--- config.mk ---
export PLATFORM = sky130hd
export DESIGN_NAME = state_variable_filter_mix_core
export DESIGN_NICKNAME = d
export VERILOG_FILES = /design/src/rtl/core/svf_mix_pkg.sv /design/src/rtl/core/state_variable_filter_mix_core.sv
export SDC_FILE = /design/constraint.sdc
export NUM_CORES = 2
export LEC_CHECK = 0
export BUFFER_PORTS_ARGS = -buffer_cell sky130_fd_sc_hd__buf_2
export CAP_MARGIN = 5
export CORE_ASPECT_RATIO = 1.75
export CORE_MARGIN = 3
export CORE_UTILIZATION = 40
export DETAILED_ROUTE_END_ITERATION = 7
export GPL_TIMING_DRIVEN = 0
export SLEW_MARGIN = 15
export SYNTH_ARGS = -nofsm -noshare
export SYNTH_HDL_FRONTEND = slang
export SYNTH_SLANG_ARGS = --single-unit
--- constraint.sdc ---
create_clock -name clk -period 9.3 [get_ports clk]
set_input_delay 1.86 -clock clk [delete_from_list [all_inputs] [get_ports clk]]
set_output_delay 1.86 -clock clk [all_outputs]
set_load 0.1 [all_outputs]
--- src/rtl/core/svf_mix_pkg.sv ---
package svf_mix_pkg;

	// Field and register widths.
	localparam int SAMPLE_W    = 24;
	localparam int STATE_W     = 32;
	localparam int COEFF_FRAC  = 20;
	localparam int COEFF_W     = COEFF_FRAC + 4;
	localparam int MIX_FRAC    = 16;
	localparam int MIX_W       = 18;
	localparam int NUM_REGS    = 8;
	localparam int CFG_IDX_W   = $clog2(NUM_REGS);
	localparam int CFG_DATA_W  = COEFF_W;

	// Datapath widths. The integrator input needs two bits over a state, and the
	// highpass term, the widest multiplier operand, needs six.
	localparam int V3_W   = STATE_W + 2;
	localparam int A_W    = STATE_W + 6;
	localparam int B_W    = COEFF_W + 1;
	localparam int PROD_W = A_W + B_W;
	localparam int ACC_W  = STATE_W + 12;

	localparam logic signed [ACC_W-1:0] STATE_MAX  = ACC_W'((64'sd1 <<< (STATE_W - 1)) - 1);
	localparam logic signed [ACC_W-1:0] STATE_MIN  = -STATE_MAX - 1;
	localparam logic signed [ACC_W-1:0] SAMPLE_MAX = ACC_W'((64'sd1 <<< (SAMPLE_W - 1)) - 1);
	localparam logic signed [ACC_W-1:0] SAMPLE_MIN = -SAMPLE_MAX - 1;

	typedef enum logic [CFG_IDX_W-1:0] {
		REG_G1            = 3'd0,
		REG_G2            = 3'd1,
		REG_G3            = 3'd2,
		REG_DAMPING       = 3'd3,
		REG_LOWPASS_GAIN  = 3'd4,
		REG_HIGHPASS_GAIN = 3'd5,
		REG_BANDPASS_GAIN = 3'd6,
		REG_NOTCH_GAIN    = 3'd7
	} cfg_reg_t;

	typedef enum logic [1:0] {
		ST_IDLE,
		ST_MUL,
		ST_ACC
	} state_t;

	// Product sequence, one pass of the shared multiplier each.
	typedef enum logic [3:0] {
		OP_BAND_G1 = 4'd0,
		OP_BAND_G2 = 4'd1,
		OP_LOW_G3  = 4'd2,
		OP_LOW_G4  = 4'd3,
		OP_DAMP    = 4'd4,
		OP_MIX_LP  = 4'd5,
		OP_MIX_HP  = 4'd6,
		OP_MIX_BP  = 4'd7,
		OP_MIX_BR  = 4'd8
	} op_t;

	typedef enum logic {
		REQ_FILTER = 1'b0,
		REQ_CLEAR  = 1'b1
	} req_t;

	function automatic logic signed [STATE_W-1:0] sat_state(input logic signed [ACC_W-1:0] v);
		logic signed [ACC_W-1:0] c;
		c = v;
		if (v > STATE_MAX) begin
			c = STATE_MAX;
		end else if (v < STATE_MIN) begin
			c = STATE_MIN;
		end
		return c[STATE_W-1:0];
	endfunction

	function automatic logic signed [SAMPLE_W-1:0] sat_sample(input logic signed [ACC_W-1:0] v);
		logic signed [ACC_W-1:0] c;
		c = v;
		if (v > SAMPLE_MAX) begin
			c = SAMPLE_MAX;
		end else if (v < SAMPLE_MIN) begin
			c = SAMPLE_MIN;
		end
		return c[SAMPLE_W-1:0];
	endfunction

endpackage

--- src/rtl/core/state_variable_filter_mix_core.sv ---
// Channel  | Direction | Handshake                     | Payload
// ---------+-----------+-------------------------------+---------------------------------
// in       | into core | in_valid / in_stall           | req_type, sample_in
// out      | from core | out_valid / out_stall         | sample_out
// cfg      | into core | cfg_valid / cfg_ready         | cfg_index, cfg_data
//
// The sample and integrator input are latched at the edge that accepts a filter request;
// then nine products pass the shared multiplier, each as a multiply and a round/accumulate
// step. in_stall falls as the result is written, so no new filter request is taken before
// then. A clear request is absorbed in its acceptance cycle and gives no result. Reset
// clears the configuration registers, filter state, sequencer and output valid flag. An
// unclaimed result holds the final step, in_stall high.
module state_variable_filter_mix_core (
	input  logic                                    clk,
	input  logic                                    arst_n,
	input  logic                                    in_valid,
	output logic                                    in_stall,
	input  logic                                    req_type,
	input  logic signed [svf_mix_pkg::SAMPLE_W-1:0] sample_in,
	output logic                                    out_valid,
	input  logic                                    out_stall,
	output logic signed [svf_mix_pkg::SAMPLE_W-1:0] sample_out,
	input  logic                                    cfg_valid,
	output logic                                    cfg_ready,
	input  logic [svf_mix_pkg::CFG_IDX_W-1:0]       cfg_index,
	input  logic [svf_mix_pkg::CFG_DATA_W-1:0]      cfg_data
);

	localparam int SW  = svf_mix_pkg::SAMPLE_W;
	localparam int STW = svf_mix_pkg::STATE_W;
	localparam int AW  = svf_mix_pkg::A_W;
	localparam int BW  = svf_mix_pkg::B_W;
	localparam int PW  = svf_mix_pkg::PROD_W;
	localparam int CW  = svf_mix_pkg::ACC_W;
	localparam int VW  = svf_mix_pkg::V3_W;
	localparam int GW  = svf_mix_pkg::COEFF_W;
	localparam int MW  = svf_mix_pkg::MIX_W;

	localparam logic signed [PW-1:0] HALF_COEFF = PW'(64'sd1 <<< (svf_mix_pkg::COEFF_FRAC - 1));
	localparam logic signed [PW-1:0] HALF_MIX   = PW'(64'sd1 <<< (svf_mix_pkg::MIX_FRAC - 1));

	// Configuration registers.
	logic [GW-1:0]        g1_q, g2_q, g3_q, damping_q;
	logic signed [MW-1:0] lp_gain_q, hp_gain_q, bp_gain_q, br_gain_q;

	// Filter state and per-request working registers.
	logic signed [SW-1:0]  prev_q, x_q;
	logic signed [STW-1:0] band_q, low_q, bnew_q;
	logic signed [VW-1:0]  v3_q;
	logic signed [AW-1:0]  br_q, hp_q;
	logic signed [CW-1:0]  acc_q;
	logic signed [PW-1:0]  prod_s1;

	logic signed [SW-1:0]  sample_out_q;
	logic                  out_valid_q;

	svf_mix_pkg::state_t state_q, state_d;
	svf_mix_pkg::op_t    op_q;

	logic                 in_accept;
	logic                 out_free;
	logic                 acc_done;
	logic signed [AW-1:0] mul_a;
	logic signed [BW-1:0] mul_b;
	logic signed [PW-1:0] rnd_coeff, rnd_mix, sh_coeff, sh_mix, neg_adj;
	logic signed [CW-1:0] term;
	logic signed [CW-1:0] br_full;
	logic signed [CW-1:0] hp_full;

	assign cfg_ready  = 1'b1;
	assign in_stall   = (state_q != svf_mix_pkg::ST_IDLE);
	assign in_accept  = in_valid && !in_stall;
	assign out_valid  = out_valid_q;
	assign sample_out = sample_out_q;

	// The output slot can take a new result if it is empty or being drained.
	assign out_free = !out_valid_q || !out_stall;
	assign acc_done = (state_q == svf_mix_pkg::ST_ACC) && (op_q == svf_mix_pkg::OP_MIX_BR)
		&& out_free;

	// Configuration writes. Only the low bits that a register holds are kept.
	always_ff @(posedge clk or negedge arst_n) begin
		if (!arst_n) begin
			g1_q      <= '0;
			g2_q      <= '0;
			g3_q      <= '0;
			damping_q <= '0;
			lp_gain_q <= '0;
			hp_gain_q <= '0;
			bp_gain_q <= '0;
			br_gain_q <= '0;
		end else if (cfg_valid && cfg_ready) begin
			case (svf_mix_pkg::cfg_reg_t'(cfg_index))
				svf_mix_pkg::REG_G1:            g1_q      <= cfg_data[GW-1:0];
				svf_mix_pkg::REG_G2:            g2_q      <= cfg_data[GW-1:0];
				svf_mix_pkg::REG_G3:            g3_q      <= cfg_data[GW-1:0];
				svf_mix_pkg::REG_DAMPING:       damping_q <= cfg_data[GW-1:0];
				svf_mix_pkg::REG_LOWPASS_GAIN:  lp_gain_q <= cfg_data[MW-1:0];
				svf_mix_pkg::REG_HIGHPASS_GAIN: hp_gain_q <= cfg_data[MW-1:0];
				svf_mix_pkg::REG_BANDPASS_GAIN: bp_gain_q <= cfg_data[MW-1:0];
				svf_mix_pkg::REG_NOTCH_GAIN:    br_gain_q <= cfg_data[MW-1:0];
				default: ;
			endcase
		end
	end

	// Sequencer: each product is a multiply step followed by a round and
	// accumulate step. A clear request never leaves idle.
	always_ff @(posedge clk or negedge arst_n) begin
		if (!arst_n) begin
			state_q <= svf_mix_pkg::ST_IDLE;
		end else begin
			state_q <= state_d;
		end
	end

	always_comb begin
		state_d = state_q;
		case (state_q)
			svf_mix_pkg::ST_IDLE: begin
				if (in_accept && (req_type == svf_mix_pkg::REQ_FILTER)) begin
					state_d = svf_mix_pkg::ST_MUL;
				end
			end
			svf_mix_pkg::ST_MUL: begin
				state_d = svf_mix_pkg::ST_ACC;
			end
			svf_mix_pkg::ST_ACC: begin
				if (op_q != svf_mix_pkg::OP_MIX_BR) begin
					state_d = svf_mix_pkg::ST_MUL;
				end else if (out_free) begin
					state_d = svf_mix_pkg::ST_IDLE;
				end
			end
			default: begin
				state_d = svf_mix_pkg::ST_IDLE;
			end
		endcase
	end

	always_ff @(posedge clk or negedge arst_n) begin
		if (!arst_n) begin
			op_q <= svf_mix_pkg::OP_BAND_G1;
		end else if (state_q == svf_mix_pkg::ST_IDLE) begin
			op_q <= svf_mix_pkg::OP_BAND_G1;
		end else if ((state_q == svf_mix_pkg::ST_ACC) && (op_q != svf_mix_pkg::OP_MIX_BR)) begin
			op_q <= svf_mix_pkg::op_t'(op_q + 4'd1);
		end
	end

	// Operand selection for the shared multiplier. Coefficients are unsigned
	// and get a zero sign bit; mix gains are sign extended.
	always_comb begin
		mul_a = '0;
		mul_b = '0;
		case (op_q)
			svf_mix_pkg::OP_BAND_G1: begin
				mul_a = AW'(v3_q);
				mul_b = BW'($signed({1'b0, g1_q}));
			end
			svf_mix_pkg::OP_BAND_G2: begin
				mul_a = AW'(band_q);
				mul_b = BW'($signed({1'b0, g2_q}));
			end
			svf_mix_pkg::OP_LOW_G3: begin
				mul_a = AW'(v3_q);
				mul_b = BW'($signed({1'b0, g3_q}));
			end
			svf_mix_pkg::OP_LOW_G4: begin
				// The fourth coefficient is twice g1, folded into the operand.
				mul_a = AW'(band_q) <<< 1;
				mul_b = BW'($signed({1'b0, g1_q}));
			end
			svf_mix_pkg::OP_DAMP: begin
				mul_a = AW'(band_q);
				mul_b = BW'($signed({1'b0, damping_q}));
			end
			svf_mix_pkg::OP_MIX_LP: begin
				mul_a = AW'(low_q);
				mul_b = BW'(lp_gain_q);
			end
			svf_mix_pkg::OP_MIX_HP: begin
				mul_a = hp_q;
				mul_b = BW'(hp_gain_q);
			end
			svf_mix_pkg::OP_MIX_BP: begin
				mul_a = AW'(band_q);
				mul_b = BW'(bp_gain_q);
			end
			svf_mix_pkg::OP_MIX_BR: begin
				mul_a = br_q;
				mul_b = BW'(br_gain_q);
			end
			default: begin
				mul_a = '0;
				mul_b = '0;
			end
		endcase
	end

	always_ff @(posedge clk) begin
		if (state_q == svf_mix_pkg::ST_MUL) begin
			prod_s1 <= mul_a * mul_b;
		end
	end

	// Round half away from zero: add one half, less one when the product is
	// negative, then shift arithmetically. With these operand ranges every
	// rounded term stays within the signed 44-bit accumulator range, so no clipping is needed here.
	assign neg_adj   = PW'($signed({1'b0, prod_s1[PW-1]}));
	assign rnd_coeff = prod_s1 + HALF_COEFF - neg_adj;
	assign rnd_mix   = prod_s1 + HALF_MIX - neg_adj;
	assign sh_coeff  = rnd_coeff >>> svf_mix_pkg::COEFF_FRAC;
	assign sh_mix    = rnd_mix >>> svf_mix_pkg::MIX_FRAC;
	assign term      = (op_q >= svf_mix_pkg::OP_MIX_LP) ? sh_mix[CW-1:0] : sh_coeff[CW-1:0];

	// Band-reject and highpass are both formed from the damping product.
	assign br_full = CW'(x_q) - term;
	assign hp_full = br_full - CW'(low_q);

	always_ff @(posedge clk or negedge arst_n) begin
		if (!arst_n) begin
			prev_q <= '0;
			band_q <= '0;
			low_q  <= '0;
		end else if (in_accept && (req_type == svf_mix_pkg::REQ_CLEAR)) begin
			prev_q <= '0;
			band_q <= '0;
			low_q  <= '0;
		end else if ((state_q == svf_mix_pkg::ST_ACC) && (op_q == svf_mix_pkg::OP_LOW_G4)) begin
			// Both integrators are committed together once the old band value
			// has been used for the last time.
			prev_q <= x_q;
			band_q <= bnew_q;
			low_q  <= svf_mix_pkg::sat_state(acc_q + term);
		end
	end

	always_ff @(posedge clk) begin
		if (in_accept) begin
			x_q  <= sample_in;
			v3_q <= VW'(sample_in) + VW'(prev_q) - (VW'(low_q) <<< 1);
		end
		if (state_q == svf_mix_pkg::ST_ACC) begin
			case (op_q)
				svf_mix_pkg::OP_BAND_G1: begin
					acc_q <= CW'(band_q) + term;
				end
				svf_mix_pkg::OP_BAND_G2: begin
					bnew_q <= svf_mix_pkg::sat_state(acc_q - term);
					acc_q  <= CW'(low_q);
				end
				svf_mix_pkg::OP_DAMP: begin
					br_q  <= br_full[AW-1:0];
					hp_q  <= hp_full[AW-1:0];
					acc_q <= '0;
				end
				svf_mix_pkg::OP_LOW_G3, svf_mix_pkg::OP_MIX_LP,
				svf_mix_pkg::OP_MIX_HP, svf_mix_pkg::OP_MIX_BP: begin
					acc_q <= acc_q + term;
				end
				default: ;
			endcase
		end
		if (acc_done) begin
			sample_out_q <= svf_mix_pkg::sat_sample(acc_q + term);
		end
	end

	always_ff @(posedge clk or negedge arst_n) begin
		if (!arst_n) begin
			out_valid_q <= 1'b0;
		end else if (acc_done) begin
			out_valid_q <= 1'b1;
		end else if (!out_stall) begin
			out_valid_q <= 1'b0;
		end
	end

	// A result appears only at the end of the last mix accumulate step.
	a_result_from_sequence: assert property (@(posedge clk) disable iff (!arst_n)
		(!$past(out_valid_q) || !$past(out_stall)) && out_valid_q |->
			$past(state_q == svf_mix_pkg::ST_ACC && op_q == svf_mix_pkg::OP_MIX_BR))
		else $error("result raised outside the final accumulate step");

	// A clear request empties both integrators and does not start a pass.
	a_clear_zeroes: assert property (@(posedge clk) disable iff (!arst_n)
		in_accept && (req_type == svf_mix_pkg::REQ_CLEAR) |=>
			band_q == '0 && low_q == '0 && prev_q == '0 && state_q == svf_mix_pkg::ST_IDLE)
		else $error("clear request did not reset filter state");

	// The previous-input state takes the sample of the pass that commits.
	a_prev_commit: assert property (@(posedge clk) disable iff (!arst_n)
		state_q == svf_mix_pkg::ST_ACC && op_q == svf_mix_pkg::OP_LOW_G4 |=>
			prev_q == $past(x_q))
		else $error("previous input not committed with the integrators");

	// The sequencer holds the final step while the output slot is occupied.
	a_hold_when_full: assert property (@(posedge clk) disable iff (!arst_n)
		state_q == svf_mix_pkg::ST_ACC && op_q == svf_mix_pkg::OP_MIX_BR && !out_free |=>
			state_q == svf_mix_pkg::ST_ACC && $stable(sample_out_q))
		else $error("final step advanced over an unclaimed result");

endmodule
==> results.json <==
{
  "cpPeakStageDelay_ps": 830,
  "clockRootBuffer": "clkbuf_16",
  "slew_headroom_pct": 12.1,
  "synth-seq-cells": 560,
  "multi_input_area_sq_um": 52200,
  "setup_viol": 11,
  "drtIter0Drc": 4450,
  "yosysTopAreaCellShare_pct": 27.5,
  "die_area_sq_um": 187000,
  "drcViolationCount": 2,
  "clock.fmax_mhz": 104,
  "drt-total-wl_um": 323000,
  "end_kind": "register",
  "avgViaCountPerCell": 5.78,
  "wl_per_cell_um": 30.4,
  "synth.distinct_cells": 105,
  "ys_async_sr_fraction_pct": 47.0,
  "track_usage_pct": 34.5,
  "synth_edf_count": 297,
  "rsz0062_at_grt": "true",
  "synth_nets": 9362,
  "gr-total-overflow": 0,
  "setup_slack_ps": -293,
  "crit_top_cell": "fa_1",
  "fin_crit_ps": 9590,
  "yosysTopAreaCell": "fa_1",
  "status": "complete, but fails checks",
  "clock_path_buffers": 3,
  "clk_pin_slew_ps": 80,
  "final_cell_mix": "1285 x inv_1, 951 x fa_1, 819 x nand2_1",
  "start_util_pct": 40.3,
  "antenna_found_initial": 33,
  "grt_max_degree": 107,
  "r2r_slack_ps": -290,
  "ios": 84,
  "crit_arrival_ps": 9990,
  "io_buffers": 78,
  "final_layout_size_suffix_gt1_share_pct": 14.1,
  "place_congestion": 1.04,
  "tritoncts": "built",
  "hold_viol": 0,
  "nets": 9693,
  "clock_skew_ps": 85.1,
  "max_cap_violations": 0,
  "min_path_type": "reg2reg",
  "die_y_um": 569,
  "rows": 206,
  "first_pass_iters": 8,
  "pre_cts_ws_ps": -3980,
  "critPathMaxFanout": 6,
  "cp.required_ps": 9700,
  "synth_area_sq_um": 72500,
  "place_hpwl_um": 263000,
  "vias": 61408,
  "grt_pass1_vias": 65256,
  "ys.flop_type": "edfxtp_1",
  "clkSinkCount": 560,
  "area_delta_synth_final_pct": 14.3,
  "clk_latency_ps": 720,
  "finalCritPeriodShare_pct": 103,
  "slowest_stage": "a222oi_1",
  "syn_inst": 7837,
  "postCtsHoldBufs": 0,
  "final_common_cell": "inv_1",
  "timing.final.max_slew_violations": 0,
  "crit_path_start_kind": "register",
  "ant_nets": 0,
  "synth_area_leaders": "fa_1 27%, edfxtp_1 12%, dfrtp_1 9.1%, ha_1 8.2%, inv_1 6.8%",
  "critical_path_class": "reg2reg",
  "core_sq_um": 180000,
  "violations": "DRC, setup timing",
  "yosysSeqAreaShare_pct": 21.4,
  "fillCellCount": 17617,
  "register_area_sq_um": 15500,
  "utilization_pct": 46.0,
  "htreeDepth": 2,
  "cts_made_buffers": 56,
  "dieWidth_um": 328,
  "max_slew.worst_pin.slew_ps": 1320,
  "grt_pass1_wl_um": 454000,
  "synth_area_per_cell_sq_um": 9.25,
  "yosysWarnings": 0
}
sequential cells by signal, indices dropped and copies added, names as in the netlist, 24 cells and up:
register    flops
v3_q           34
x_q            24
bnew_q         32
br_q           38
prod_s1        63
damping_q      24
sample_out     24
low_q          32
g1_q           24
band_q         32
hp_q           38
prev_q         24
acc_q          44
g3_q           24
g2_q           24
synth_stat cells (114+ instances only):
library cell	n
a21o_1	186
a21oi_1	404
a22oi_1	114
clkbuf_1	296
dfrtp_1	263
edfxtp_1	297
fa_1	995
ha_1	473
inv_1	1310
mux2_2	178
nand2_1	845
nor2_1	670
o21ai_0	255
xnor2_1	272
what timing repair did:
item                       in CTS  in global routing
gates cloned                    2                  0
setup endpoints to repair     114                 51
buffers inserted              139                 58
pin swaps                     125                 83
resized for setup             661                188
metrics by stage:
step	area [sq um]	hold slack [ps]	cells	TNS (ps)
CTS	81800	444	10555	-565
global placement	76000	452	10307	-242950
detailed placement	76700	461	10342	-152350
global route	82800	469	10611	-3430
floorplan	72600	449	7837	-37.8
finish	82800	438	10625	-2220
critical path: cells and delay by family (launching register included):
| family | cells | cell delay [ps] |
|---|---|---|
| buffers and inverters | 7 | 980 |
| adder cells (fa/ha/maj) | 9 | 4360 |
| AND/OR/NAND/NOR | 8 | 1240 |
| flip-flops | 1 | 410 |
| AO/OA/AOI/OAI | 9 | 2170 |
| XOR/XNOR | 1 | 120 |
routing by layer:
| metal | wire, um | up-vias | global-route usage (%) | share of wire [%] |
|---|---|---|---|---|
| met3 | 19800 | 1268 | 6.16 | 6.1 |
| met1 | 97300 | 31010 | 32.5 | 30 |
| met4 | 46500 | 24 | 38.0 | 14 |
| met2 | 159000 | 2747 | 59.8 | 49 |
| li1 | - | 26359 | - | - |
| met5 | 161 | - | 0 | 0.050 |
logic make-up (layout without fill, tap and decap cells):
kind of cell / count (synthesis) / count (layout) / share of synthesized area (%)
compound gates: 1534 / 1534 / 14.4
xor+xnor: 362 / 362 / 4.44
fa+ha+maj: 1468 / 1468 / 35.7
buf+inv: 1679 / 2057 / 8.86
flops: 560 / 560 / 21.4
mux: 191 / 191 / 2.95
other cells: 1 / 19 / 0.00517
simple gates: 2042 / 2042 / 12.3
path summary, 6_finish.rpt:
path / start / to / depth (start not counted)
setup / recovery: op_q[1] / prod_s1[59] / 34
hold / removal: bnew_q[23] / band_q[23] / 1
setup reg to reg: op_q[1] / prod_s1[59] / 34
hold reg to reg: bnew_q[23] / band_q[23] / 1
max in group asynchronous: arst_n / band_q[27] / 2
min in group asynchronous: arst_n / damping_q[4] / 1
area by class of cell:
type	count	share of cell area, %
inverter	1315	6.00
clock inverter	21	0.360
timing repair buffer	308	3.21
tap	2392	3.61
sequential	560	18.7
buffer	329	3.00
clock buffer	84	2.01
multi-input combinational	5598	63.0
antenna	18	0.0544
Power is not shown: default switching activity piles up to over one toggle a cycle in this logic, so the estimate is an artifact.
